===== src/rtl/core/assert_macros.svh =====
// Assertion macros shared by the tilt filter RTL.
// Depends on nothing; included by files that carry concurrent checks.
`ifndef ASSERT_MACROS_SVH
`define ASSERT_MACROS_SVH
`ifndef SYNTH
`define ASSERT_IMPLY(label, clk, rst_n, ante, cons, msg) \
    label: assert property (@(posedge clk) disable iff (!rst_n) (ante) |-> (cons)) \
        else $error(msg);
`define ASSERT_NEXT(label, clk, rst_n, ante, cons, msg) \
    label: assert property (@(posedge clk) disable iff (!rst_n) (ante) |=> (cons)) \
        else $error(msg);
`else
`define ASSERT_IMPLY(label, clk, rst_n, ante, cons, msg)
`define ASSERT_NEXT(label, clk, rst_n, ante, cons, msg)
`endif
`endif


===== src/rtl/core/tcf_pkg.sv =====
// Package for the tilt complementary filter: widths, constants, sequencer states,
// arctangent table and saturation helper. Depends on nothing.
package tcf_pkg;

    localparam int DATA_W           = 36;
    localparam int ANGLE_W          = 32;
    localparam int SAMPLE_W         = 16;
    localparam int FRAC_W           = 16;
    localparam int MUL_B_W          = 18;
    localparam int PROD_W           = DATA_W + MUL_B_W;
    localparam int ATAN_LEN         = 24;
    localparam int STEP_W           = 5;
    localparam int CORDIC_STEPS_DEF = 16;
    localparam int WEIGHT_W         = 17;
    localparam int SCALE_W          = 16;
    localparam int CFG_IDX_W        = 4;
    localparam int ITEM_W           = 6 * SAMPLE_W;
    localparam int RESULT_W         = 3 * ANGLE_W;

    localparam logic [MUL_B_W-1:0]   INV_GAIN     = 18'd39797;
    localparam logic [WEIGHT_W-1:0]  ONE_Q16      = 17'd65536;
    localparam logic [WEIGHT_W-1:0]  BLEND_RESET  = 17'd52429;
    localparam logic [SCALE_W-1:0]   SCALE_RESET  = 16'd1638;

    localparam logic [CFG_IDX_W-1:0] REG_BLEND_WEIGHT = 4'd0;
    localparam logic [CFG_IDX_W-1:0] REG_GYRO_SCALE   = 4'd1;

    typedef enum logic [3:0] {
        ST_IDLE,
        ST_YAW_MUL,
        ST_YAW_ACC,
        ST_MAG,
        ST_MAG_WAIT,
        ST_GAIN,
        ST_ANG_WAIT,
        ST_RATE,
        ST_BLEND_W,
        ST_BLEND_A,
        ST_BLEND_SUM,
        ST_DONE
    } state_t;

    typedef struct packed {
        logic busy;
        logic done;
    } cordic_stat_t;

    localparam logic signed [ANGLE_W-1:0] ATAN_DEG [ATAN_LEN] = '{
        32'sd2949120, 32'sd1740967, 32'sd919879, 32'sd466945,
        32'sd234379,  32'sd117304,  32'sd58666,  32'sd29335,
        32'sd14668,   32'sd7334,    32'sd3667,   32'sd1833,
        32'sd917,     32'sd458,     32'sd229,    32'sd115,
        32'sd57,      32'sd29,      32'sd14,     32'sd7,
        32'sd4,       32'sd2,       32'sd1,      32'sd0
    };

    function automatic logic signed [ANGLE_W-1:0] atan_deg(input logic [STEP_W-1:0] idx);
        logic signed [ANGLE_W-1:0] r;
        r = '0;
        for (int i = 0; i < ATAN_LEN; i++)
        begin
            if (idx == STEP_W'(i))
            begin
                r = ATAN_DEG[i];
            end
        end
        return r;
    endfunction

    function automatic logic signed [ANGLE_W-1:0] sat32(input logic signed [PROD_W-1:0] v);
        logic signed [ANGLE_W-1:0] r;
        if ((&v[PROD_W-1:ANGLE_W-1]) || (~|v[PROD_W-1:ANGLE_W-1]))
        begin
            r = v[ANGLE_W-1:0];
        end
        else if (v[PROD_W-1])
        begin
            r = {1'b1, {(ANGLE_W-1){1'b0}}};
        end
        else
        begin
            r = {1'b0, {(ANGLE_W-1){1'b1}}};
        end
        return r;
    endfunction

endpackage


===== src/rtl/core/tcf_mul.sv =====
// Shared signed multiplier with a registered product.
// Depends on tcf_pkg for operand and product widths.
module tcf_mul
(
    input  logic                                  clk,
    input  logic signed [tcf_pkg::DATA_W-1:0]     a,
    input  logic signed [tcf_pkg::MUL_B_W-1:0]    b,
    output logic signed [tcf_pkg::PROD_W-1:0]     p
);
    import tcf_pkg::*;

    logic signed [PROD_W-1:0] p_reg;
    logic signed [PROD_W-1:0] p_next;

    assign p_next = PROD_W'(a) * PROD_W'(b);

    always_ff @(posedge clk)
    begin
        p_reg <= p_next;
    end

    assign p = p_reg;

endmodule


===== src/rtl/core/tcf_cordic.sv =====
// Iterative vectoring CORDIC: one micro-rotation per cycle, angle in Q16.16 degrees.
// Depends on tcf_pkg for widths, the arctangent table and the status struct.
module tcf_cordic
#(
    parameter int STEPS = tcf_pkg::CORDIC_STEPS_DEF
)
(
    input  logic                                clk,
    input  logic                                rst_n,
    input  logic                                start,
    input  logic signed [tcf_pkg::DATA_W-1:0]   x_in,
    input  logic signed [tcf_pkg::DATA_W-1:0]   y_in,
    output tcf_pkg::cordic_stat_t               stat,
    output logic signed [tcf_pkg::DATA_W-1:0]   x_out,
    output logic signed [tcf_pkg::ANGLE_W-1:0]  z_out
);
    import tcf_pkg::*;

    localparam int NSTEP = (STEPS > ATAN_LEN) ? ATAN_LEN : STEPS;
    localparam logic [STEP_W-1:0] LAST = STEP_W'(NSTEP - 1);

    logic signed [DATA_W-1:0]  x_reg, x_next;
    logic signed [DATA_W-1:0]  y_reg, y_next;
    logic signed [ANGLE_W-1:0] z_reg, z_next;
    logic [STEP_W-1:0]         cnt_reg, cnt_next;
    logic                      busy_reg, busy_next;
    logic                      done_reg, done_next;

    logic signed [DATA_W-1:0]  dx;
    logic signed [DATA_W-1:0]  dy;
    logic signed [ANGLE_W-1:0] dz;

    assign dx = y_reg >>> cnt_reg;
    assign dy = x_reg >>> cnt_reg;
    assign dz = atan_deg(cnt_reg);

    always_comb
    begin
        x_next    = x_reg;
        y_next    = y_reg;
        z_next    = z_reg;
        cnt_next  = cnt_reg;
        busy_next = busy_reg;
        done_next = 1'b0;
        if (start)
        begin
            x_next    = x_in;
            y_next    = y_in;
            z_next    = '0;
            cnt_next  = '0;
            busy_next = 1'b1;
        end
        else if (busy_reg)
        begin
            if (!y_reg[DATA_W-1] && (y_reg != '0))
            begin
                x_next = x_reg + dx;
                y_next = y_reg - dy;
                z_next = z_reg + dz;
            end
            else if (y_reg[DATA_W-1])
            begin
                x_next = x_reg - dx;
                y_next = y_reg + dy;
                z_next = z_reg - dz;
            end
            cnt_next = cnt_reg + 1'b1;
            if (cnt_reg == LAST)
            begin
                busy_next = 1'b0;
                done_next = 1'b1;
            end
        end
    end

    always_ff @(posedge clk or negedge rst_n)
    begin
        if (!rst_n)
        begin
            cnt_reg  <= '0;
            busy_reg <= 1'b0;
            done_reg <= 1'b0;
        end
        else
        begin
            cnt_reg  <= cnt_next;
            busy_reg <= busy_next;
            done_reg <= done_next;
        end
    end

    always_ff @(posedge clk)
    begin
        x_reg <= x_next;
        y_reg <= y_next;
        z_reg <= z_next;
    end

    assign stat.busy = busy_reg;
    assign stat.done = done_reg;
    assign x_out     = x_reg;
    assign z_out     = z_reg;

endmodule


===== src/rtl/core/tilt_complementary_filter.sv =====
// Top level of the tilt complementary filter: sequencer, angle state and ports.
// Depends on tcf_pkg, tcf_cordic, tcf_mul and assert_macros.svh.
//
//   channel  | direction | handshake          | payload
//   ---------+-----------+--------------------+-------------------------------
//   s_*      | in        | s_tvalid/s_tready  | six 16-bit IMU samples
//   m_*      | out       | m_tvalid/m_tready  | roll, pitch, yaw Q16.16 degrees
//   cfg_*    | in        | cfg_valid/cfg_ready| register index and write data
//
// Each item makes four passes through the single CORDIC unit, one for the
// magnitude and one for the angle, for roll and again for pitch.
// s_tready is high only while the sequencer is idle; the result sits in an output
// register, so the next item is taken while it waits on m_tready.
// Reset clears the angle accumulators to zero and loads the register defaults.
`include "assert_macros.svh"

module tilt_complementary_filter
#(
    parameter int CORDIC_STEPS = tcf_pkg::CORDIC_STEPS_DEF
)
(
    input  logic                              clk,
    input  logic                              rst_n,
    input  logic                              s_tvalid,
    output logic                              s_tready,
    // accel_x, accel_y, accel_z, rate_x, rate_y, rate_z (16 bits each, lowest first)
    input  logic [tcf_pkg::ITEM_W-1:0]        s_tdata,
    output logic                              m_tvalid,
    input  logic                              m_tready,
    // roll_deg, pitch_deg, yaw_deg (32 bits each, lowest first)
    output logic [tcf_pkg::RESULT_W-1:0]      m_tdata,
    input  logic                              cfg_valid,
    output logic                              cfg_ready,
    input  logic [tcf_pkg::CFG_IDX_W-1:0]     cfg_index,
    input  logic [tcf_pkg::WEIGHT_W-1:0]      cfg_data
);
    import tcf_pkg::*;

    state_t state_reg, state_next;

    logic                      axis_reg, axis_next;
    logic signed [SAMPLE_W-1:0] ax_reg, ay_reg, az_reg, gx_reg, gy_reg, gz_reg;
    logic signed [ANGLE_W-1:0] roll_reg, roll_next;
    logic signed [ANGLE_W-1:0] pitch_reg, pitch_next;
    logic signed [ANGLE_W-1:0] yaw_reg, yaw_next;
    logic signed [ANGLE_W-1:0] ang_reg;
    logic signed [PROD_W-1:0]  sum_reg;
    logic [WEIGHT_W-1:0]       blend_reg;
    logic [SCALE_W-1:0]        scale_reg;
    logic [RESULT_W-1:0]       out_reg;
    logic                      m_tvalid_reg, m_tvalid_next;

    logic                      accept;
    logic                      out_load;
    logic                      cordic_start;
    logic signed [DATA_W-1:0]  cordic_x, cordic_y;
    cordic_stat_t              cordic_stat;
    logic signed [DATA_W-1:0]  cordic_xo;
    logic signed [ANGLE_W-1:0] cordic_zo;
    logic signed [DATA_W-1:0]  mul_a;
    logic signed [MUL_B_W-1:0] mul_b;
    logic signed [PROD_W-1:0]  prod;

    logic signed [SAMPLE_W-1:0] cur_a, cur_num, cur_g;
    logic signed [ANGLE_W-1:0]  cur_acc;
    logic signed [DATA_W-1:0]   a_ext, a_abs;
    logic signed [PROD_W-1:0]   rate_sum, yaw_sum, blend_tot;
    logic [WEIGHT_W-1:0]        w_clamp, w_rest;

    tcf_cordic #(.STEPS(CORDIC_STEPS)) u_cordic
    (
        .clk   (clk),
        .rst_n (rst_n),
        .start (cordic_start),
        .x_in  (cordic_x),
        .y_in  (cordic_y),
        .stat  (cordic_stat),
        .x_out (cordic_xo),
        .z_out (cordic_zo)
    );

    tcf_mul u_mul
    (
        .clk (clk),
        .a   (mul_a),
        .b   (mul_b),
        .p   (prod)
    );

    assign accept    = s_tvalid && s_tready;
    assign cfg_ready = 1'b1;

    assign cur_a   = axis_reg ? ay_reg : ax_reg;
    assign cur_num = axis_reg ? ax_reg : ay_reg;
    assign cur_g   = axis_reg ? gy_reg : gx_reg;
    assign cur_acc = axis_reg ? pitch_reg : roll_reg;
    assign a_ext   = DATA_W'(cur_a);
    assign a_abs   = a_ext[DATA_W-1] ? -a_ext : a_ext;

    assign w_clamp = (blend_reg > ONE_Q16) ? ONE_Q16 : blend_reg;
    assign w_rest  = ONE_Q16 - w_clamp;

    assign rate_sum  = axis_reg ? (PROD_W'(cur_acc) + prod) : (PROD_W'(cur_acc) - prod);
    assign yaw_sum   = PROD_W'(yaw_reg) - prod;
    assign blend_tot = (sum_reg + prod) >>> FRAC_W;

    always_comb
    begin
        state_next = state_reg;
        case (state_reg)
            ST_IDLE:      if (s_tvalid) state_next = ST_YAW_MUL;
            ST_YAW_MUL:   state_next = ST_YAW_ACC;
            ST_YAW_ACC:   state_next = ST_MAG;
            ST_MAG:       state_next = ST_MAG_WAIT;
            ST_MAG_WAIT:  if (cordic_stat.done) state_next = ST_GAIN;
            ST_GAIN:      state_next = ST_ANG_WAIT;
            ST_ANG_WAIT:  if (cordic_stat.done) state_next = ST_RATE;
            ST_RATE:      state_next = ST_BLEND_W;
            ST_BLEND_W:   state_next = ST_BLEND_A;
            ST_BLEND_A:   state_next = ST_BLEND_SUM;
            ST_BLEND_SUM: state_next = axis_reg ? ST_DONE : ST_MAG;
            ST_DONE:      if (!m_tvalid_reg || m_tready) state_next = ST_IDLE;
            default:      state_next = ST_IDLE;
        endcase
    end

    always_comb
    begin
        s_tready     = 1'b0;
        cordic_start = 1'b0;
        cordic_x     = a_abs <<< FRAC_W;
        cordic_y     = DATA_W'(az_reg) <<< FRAC_W;
        mul_a        = '0;
        mul_b        = '0;
        out_load     = 1'b0;
        case (state_reg)
            ST_IDLE:
            begin
                s_tready = 1'b1;
            end
            ST_YAW_MUL:
            begin
                mul_a = DATA_W'(gz_reg);
                mul_b = MUL_B_W'(scale_reg);
            end
            ST_MAG:
            begin
                cordic_start = 1'b1;
            end
            ST_MAG_WAIT:
            begin
                mul_a = cordic_xo;
                mul_b = INV_GAIN;
            end
            ST_GAIN:
            begin
                cordic_start = 1'b1;
                cordic_x     = prod[FRAC_W +: DATA_W];
                cordic_y     = DATA_W'(cur_num) <<< FRAC_W;
            end
            ST_ANG_WAIT:
            begin
                mul_a = DATA_W'(cur_g);
                mul_b = MUL_B_W'(scale_reg);
            end
            ST_BLEND_W:
            begin
                mul_a = DATA_W'(cur_acc);
                mul_b = MUL_B_W'(w_clamp);
            end
            ST_BLEND_A:
            begin
                mul_a = DATA_W'(ang_reg);
                mul_b = MUL_B_W'(w_rest);
            end
            ST_DONE:
            begin
                out_load = !m_tvalid_reg || m_tready;
            end
            default:
            begin
                s_tready = 1'b0;
            end
        endcase
    end

    always_comb
    begin
        axis_next  = axis_reg;
        roll_next  = roll_reg;
        pitch_next = pitch_reg;
        yaw_next   = yaw_reg;
        if (accept)
        begin
            axis_next = 1'b0;
        end
        if (state_reg == ST_YAW_ACC)
        begin
            yaw_next = sat32(yaw_sum);
        end
        if (state_reg == ST_RATE)
        begin
            if (axis_reg)
            begin
                pitch_next = sat32(rate_sum);
            end
            else
            begin
                roll_next = sat32(rate_sum);
            end
        end
        if (state_reg == ST_BLEND_SUM)
        begin
            axis_next = 1'b1;
            if (axis_reg)
            begin
                pitch_next = sat32(blend_tot);
            end
            else
            begin
                roll_next = sat32(blend_tot);
            end
        end
        m_tvalid_next = m_tvalid_reg;
        if (out_load)
        begin
            m_tvalid_next = 1'b1;
        end
        else if (m_tready)
        begin
            m_tvalid_next = 1'b0;
        end
    end

    always_ff @(posedge clk or negedge rst_n)
    begin
        if (!rst_n)
        begin
            state_reg    <= ST_IDLE;
            axis_reg     <= 1'b0;
            roll_reg     <= '0;
            pitch_reg    <= '0;
            yaw_reg      <= '0;
            m_tvalid_reg <= 1'b0;
            blend_reg    <= BLEND_RESET;
            scale_reg    <= SCALE_RESET;
        end
        else
        begin
            state_reg    <= state_next;
            axis_reg     <= axis_next;
            roll_reg     <= roll_next;
            pitch_reg    <= pitch_next;
            yaw_reg      <= yaw_next;
            m_tvalid_reg <= m_tvalid_next;
            if (cfg_valid && (cfg_index == REG_BLEND_WEIGHT))
            begin
                blend_reg <= cfg_data;
            end
            if (cfg_valid && (cfg_index == REG_GYRO_SCALE))
            begin
                scale_reg <= cfg_data[SCALE_W-1:0];
            end
        end
    end

    always_ff @(posedge clk)
    begin
        if (accept)
        begin
            ax_reg <= s_tdata[0*SAMPLE_W +: SAMPLE_W];
            ay_reg <= s_tdata[1*SAMPLE_W +: SAMPLE_W];
            az_reg <= s_tdata[2*SAMPLE_W +: SAMPLE_W];
            gx_reg <= s_tdata[3*SAMPLE_W +: SAMPLE_W];
            gy_reg <= s_tdata[4*SAMPLE_W +: SAMPLE_W];
            gz_reg <= s_tdata[5*SAMPLE_W +: SAMPLE_W];
        end
        if ((state_reg == ST_ANG_WAIT) && cordic_stat.done)
        begin
            ang_reg <= cordic_zo;
        end
        if (state_reg == ST_BLEND_A)
        begin
            sum_reg <= prod;
        end
        if (out_load)
        begin
            out_reg <= {yaw_reg, pitch_reg, roll_reg};
        end
    end

    assign m_tvalid = m_tvalid_reg;
    assign m_tdata  = out_reg;

    `ASSERT_IMPLY(a_start_free, clk, rst_n, cordic_start, !cordic_stat.busy, "CORDIC restarted while busy")
    `ASSERT_IMPLY(a_done_waited, clk, rst_n, cordic_stat.done, (state_reg == ST_MAG_WAIT) || (state_reg == ST_ANG_WAIT), "CORDIC finished outside a wait state")
    `ASSERT_NEXT(a_out_load, clk, rst_n, out_load, m_tvalid && (state_reg == ST_IDLE), "result load did not raise m_tvalid")

endmodule


===== config.mk =====
export PLATFORM = sky130hd
export DESIGN_NAME = tilt_complementary_filter
export DESIGN_NICKNAME = d
export VERILOG_FILES = /design/src/rtl/core/tcf_pkg.sv /design/src/rtl/core/tcf_mul.sv /design/src/rtl/core/tcf_cordic.sv /design/src/rtl/core/tilt_complementary_filter.sv
export VERILOG_INCLUDE_DIRS = /design/src /design/src/rtl/core
export SDC_FILE = /design/constraint.sdc
export NUM_CORES = 2
export LEC_CHECK = 0
export BUFFER_PORTS_ARGS = -buffer_cell sky130_fd_sc_hd__buf_2
export CAP_MARGIN = 20
export CORE_AREA = 2 2 344 346
export CTS_CLUSTER_SIZE = 25
export DETAILED_ROUTE_END_ITERATION = 8
export DIE_AREA = 0 0 346 348
export HOLD_SLACK_MARGIN = 0.03
export PLACE_DENSITY = 0.74
export REMOVE_ABC_BUFFERS = 1
export SYNTH_ARGS = -nofsm -noshare
export SYNTH_HDL_FRONTEND = slang
export SYNTH_SLANG_ARGS = --single-unit
export TNS_END_PERCENT = 20

===== constraint.sdc =====
create_clock -name clk -period 12.7 [get_ports clk]
set_input_delay 1.27 -clock clk [delete_from_list [all_inputs] [get_ports clk]]
set_output_delay 1.27 -clock clk [all_outputs]
set_load 0.005 [all_outputs]

# --- Yosys cells after proc, flatten, opt, wreduce, memory -nomap -nowiden ---
# Cells that the tools add are included.
# W data, S select, Z words.
totals:
  out_inout_bits: 99
  word_cells: 195
  regBits: 578
classes:
  shifts: 2
  n_eq_ne: 39
  mul: 1
  magnitude_cmp: 1
  reduce_logical: 34
  addsub: 13
  mux: 80
ops:
  columns: ["cell", "n"]
  rows:
  - ["$mux W32", 40]
  - ["$mux W36", 10]
  - ["$pmux W36 S5", 1]
  - ["$sub A32 B54 Y54", 2]
  - ["$add A36 B36 Y36", 2]
  - ["$sshr A36 B5 Y36", 2]
  - ["$sub A36 B36 Y36", 2]
  - ["$pmux W17 S4", 1]
  - ["$add A32 B54 Y54", 1]
  - ["$add A54 B54 Y54", 1]
  - ["$mul A36 B18 Y54", 1]
  - ["$mux W54", 1]
  - ["$mux W16", 3]
  - ["$pmux W4 S12", 1]
  - ["$reduce_and A23 Y1", 2]
  - ["$reduce_or A23 Y1", 2]
  - ["$eq A5 B4 Y1 const B", 8]
  - ["$eq A5 B5 Y1 const B", 8]
  - ["$reduce_bool A36 Y1", 1]
  - ["$add A32 B32 Y32", 1]
  - ["$sub A32 B32 Y32", 1]
  - ["$mux W22", 1]
  - ["$eq A5 B3 Y1 const B", 4]
  - ["$mux W20", 1]
  - ["28 further kinds", 73]

# --- Depth between registers and ports, before layout ---
depth:
  depth_word: 28
  mapped_depth: 39
  depth_no_buf: 37

# --- By module ---
# A second synthesis with hierarchy kept.
hier_totals:
  hier_cells: 7934
  area_unflattened_um2: 69775.7
modules_own_cells:
  columns: ["module", "area_per_inst_um2", "n_inst", "cells_per_inst"]
  rows:
  - ["tilt_complementary_filter", 28439.8, 1, 2999]
  - ["tcf_mul", 23242.3, 1, 2579]
  - ["tcf_cordic", 18093.6, 1, 2356]

# --- Worst setup path before layout ---
# OpenSTA, ideal clock, no wires.
synth_path:
  path_kind: "flip-flop to flip-flop"
  startpoint: "register state_reg[2]"
  endpoint: "register u_mul.p_reg[52] (netlist: u_mul.p[52])"
  arrival_time_ps: 9704
  synth_period_minus_slack_ps: 9776
  setup_time_ps: 72
  setup_slack_ps: 2924
  required_time_ps: 12628
  path_stages_with_launch: 34
  path_cell_list: "dfrtp_1 clkbuf_1 nor2b_1 nand2_1 inv_1 clkbuf_1 buf_1 a222oi_1 nand2_1 clkbuf_1 nand2_1 fa_1 fa_1 fa_1 inv_1 fa_1 fa_1 inv_1 fa_1 inv_1 ha_1 a21o_1 a21o_1 a21o_1 a21o_1 a21o_1 a21oi_1 a211oi_1 o41ai_1 a21o_1 a21oi_1 a21o_1 a21oi_1 xnor2_1"
synth_via:
  elab_chain_cells: 4
  elab_cells_between_ends: 9
  cone_classes: "mul (1); eq/ne (5); mux (2); reduce/logical (1)"
synth_lines:
  columns: ["element", "line", "text"]
  rows:
  - ["start: declaration", "tilt_complementary_filter.sv:39", "state_t state_reg, state_next;"]
  - ["start signal: assignment", "tilt_complementary_filter.sv:250", "state_reg <= state_next;"]
  - ["$eq A4 B3 Y1 / $eq A4 B1 Y1 (equally long branches)", "tilt_complementary_filter.sv:136", "case (state_reg)"]
  - ["$reduce_or A2 Y1 (no line)", null, null]
  - ["$pmux W17 S4", "tilt_complementary_filter.sv:136", null]
  - ["$mul A36 B18 Y54 (*)", "tcf_mul.sv:15", "assign p_next = PROD_W'(a) * PROD_W'(b);"]
  - ["named net u_mul.p_next[52]", "tcf_mul.sv:13", "logic signed [PROD_W-1:0] p_next;"]
  - ["end signal: assignment", "tcf_mul.sv:19", "p_reg <= p_next;"]
  - ["end: declaration", "tcf_mul.sv:12", "logic signed [PROD_W-1:0] p_reg;"]
# The timed path passes the listed nets; every way through them passes the cells marked *.
# A chain may end at the register's enable or synchronous reset.

# --- Worst setup path in the final report ---
layout_path:
  startpoint: "register state_reg[0]"
  endpoint: "register u_mul.p_reg[52] (netlist: u_mul.p[52])"
# Same word-level chain as after synthesis.

==> impl_results.md <==
* Status: completed
* Largest family of logic cells by synthesized area: adder cells
* Ys flop type: edfxtp_1
* WP data arrival at approximately 11 ns
* Fin. Hold Viols at 0
* Slew Limit Fails at 0
* Cts repair resizes at 0
* Worst r2r path cells at 29
* Setup CP Type: flip-flop to flip-flop
* Met1 Usage GRT at 0.496
* Synth Area in Compound Gates at 0.164
* CTS tree: yes
* FF-to-FF Start: state_reg[0]
* HPWL Detailed at 175000 µm
* Critical path launch point: state_reg[0]
* Rel. slew slack at 0.199
* IO Pins at 221
* Pin slew with the least headroom to its limit at roughly 1.2 ns
* Hold EP: m_tdata[64]
* Via/cell ratio at ~6.4
* Initial antenna violation count at 7
* Tmin final at 10.76 ns
* Die Y-Extent at roughly 350 µm
* Mux cell area share after synthesis at 0.0535
* DR WL/cell at between 20 and 25 µm
* CP required at 13.26 ns
* Max Clock Freq at 92.9 MHz
* Routing usage on met2 at 0.552
* CP peak stage delay at 0.85 ns
* Area delta synth->final at 7.54%
* Post-synth EDFFs at 350
* Crit share post-route at 0.847
* Setup bufs post-CTS at 0
* Layout cells sized above 1 at 0.0971
* Initial Util at 0.565
* GR Util All Layers at 0.362
* Grt total ovfl at 0
* Skew final at 0.0397 ns
* H-tree levels at 3
* Full die area at about 120000 µm²
* Final setup vio count at 0
* Post-synthesis async set-or-reset flop share at 0.246
* RSZ-0062 raised after global routing: false
* Gate Count Post-Synth at roughly 7500
* Synth Register Bits at about 580
* R2R Path End: u_mul.p[52]
* Hold path start: yaw_reg[0]
* Sinks on Clock Net at 578
* Post-synthesis xor/xnor area fraction at 0.0539
* Maxcap violations at 0
* First-pass GRT wire length at between 300000 and 400000 µm
* Unique masters post-synth at 113
* CTS Buf Count at 70
* Clock transition at path regs at about 0.060 ns
* Critical Path Start Type: flip-flop
* Antenna-violating nets left at 0
* Hold Crit Class: flip-flop to flip-flop
* Met3 Usage GRT at 0.0759
* CP max FO at 61
* Sequential area share after synthesis at 0.239
* Vias in the first global route at between 50000 and 60000
* Fin Setup TNS at 0 ns
* Ys Warns at 0
* First DRT Iteration DRCs at between 6000 and 7000
* Top cell by count, worst path: fa_1
* Final wirelength at about 220000 µm
* Most common cell after layout, fill and taps aside: nand2_1
* Synth Area in Adders at 0.259
* GP Congestion at roughly 1
* Worst skew pair latency at roughly 0.66 ns
* Drt pass-1 iters at 8
* Die width at around 350 µm
* CTS max path bufs at 3
* Detailed-route via count at 57800
* Std-Cell Rows at 126
* # DRC at 0
* CP max stage cell: a222oi_1
* Hold-fix buffers at CTS at 0
* Core ar. at ~120000 µm²
* Fin nets at approximately 8600
* Avg Inst Size Synth at just under 9 µm²
* Crit end category: flip-flop
* Reg2reg setup slack at between 1.5 and 2 ns
* Largest net degree at the start of global routing at 89
* I/O Buffers at roughly 220
* WHS Path Cells at 0
* Post-synthesis simple-gate area fraction at 0.157
* Post-Syn Area at about 66000 µm²
* Max FFs per register at 96
* Root buf cell: clkbuf_16
* Gr busiest metal: met2
* Commonest non-fill, non-tap cells in the layout: 947 x nand2_1, 903 x inv_1, 647 x nor2_1
==> cells by family after synthesis <==
logic type      after synthesis
xor+xnor                    407
other cells                   1
compound gates             1647
fa+ha+maj                  1018
buf+inv                    1254
flops                       578
simple gates               2303
mux                         254
==> cell type report <==
class | instances | area (µm²)
diodes | 3 | 7.51
clock buffers | 87 | 1940
clock inverters | 42 | 548
fillers | 10100 | 45900
inverters | 908 | 3410
multi-input cells | 5630 | 45700
flip-flops and latches | 578 | 15800
well taps | 1536 | 1920
repair buffers | 302 | 1810
==> layer usage <==
metal	part of all wire	up-vias
met3	0.11	567
met5	0.00016	-
met2	0.44	3144
li1	-	25800
met4	0.055	6
met1	0.40	28300
==> how the worst max path moves through the flow <==
stage | cells after the start | slack (ns) | to
floorplan | 27 | 1.58 | u_mul.p[52]
global placement | 34 | 2.29 | u_mul.p[51]
detailed placement | 33 | 2.14 | u_mul.p[53]
CTS | 33 | 2.00 | u_mul.p[53]
global route | 29 | 1.52 | u_mul.p[53]
finish | 29 | 1.94 | u_mul.p[52]
==> synthesized netlist by cell type, types with 74 or more instances <==
cell type	instances	area share
nor3_1	111	0.0084
o21ai_0	270	0.020
fa_1	587	0.18
o21a_1	76	0.0086
nand2_1	950	0.054
dfrtp_1	127	0.048
a21oi_1	488	0.037
xnor2_1	274	0.036
dfxtp_1	86	0.026
edfxtp_1	350	0.16
xor2_1	133	0.018
clkbuf_1	263	0.015
inv_1	904	0.051
nor2_1	653	0.037
mux2_2	111	0.019
ha_1	431	0.082
a21o_1	137	0.016
nand3_1	111	0.0084
mux2i_1	74	0.011
==> per-stage QoR <==
stage / area (µm²) / hold WS [ns] / util / worst slack, ns / std cells
after detailed placement: 68500 / 0.440 / 0.586 / 2.14 / 8948
after global routing: 71100 / 0.464 / 0.608 / 1.52 / 9083
final: 71100 / 0.439 / 0.608 / 1.94 / 9086
after global placement: 68500 / 0.436 / 0.585 / 2.29 / 8947
after CTS: 71000 / 0.448 / 0.607 / 2.00 / 9077
after floorplan: 64700 / 0.425 / - / 1.58 / 7116
==> worst max-delay path: cells and delay by family (launching register included) <==
| family | cells | cell delay (ns) |
|---|---|---|
| fa+ha+maj | 7 | 3.39 |
| flops | 1 | 0.66 |
| xor+xnor | 1 | 0.13 |
| simple gates | 4 | 1.39 |
| buf+inv | 5 | 1.33 |
| compound gates | 12 | 3.71 |
Power is left out: the tool's default activity adds up to more than one toggle a clock period on the data nets, which glitch-free logic cannot reach.
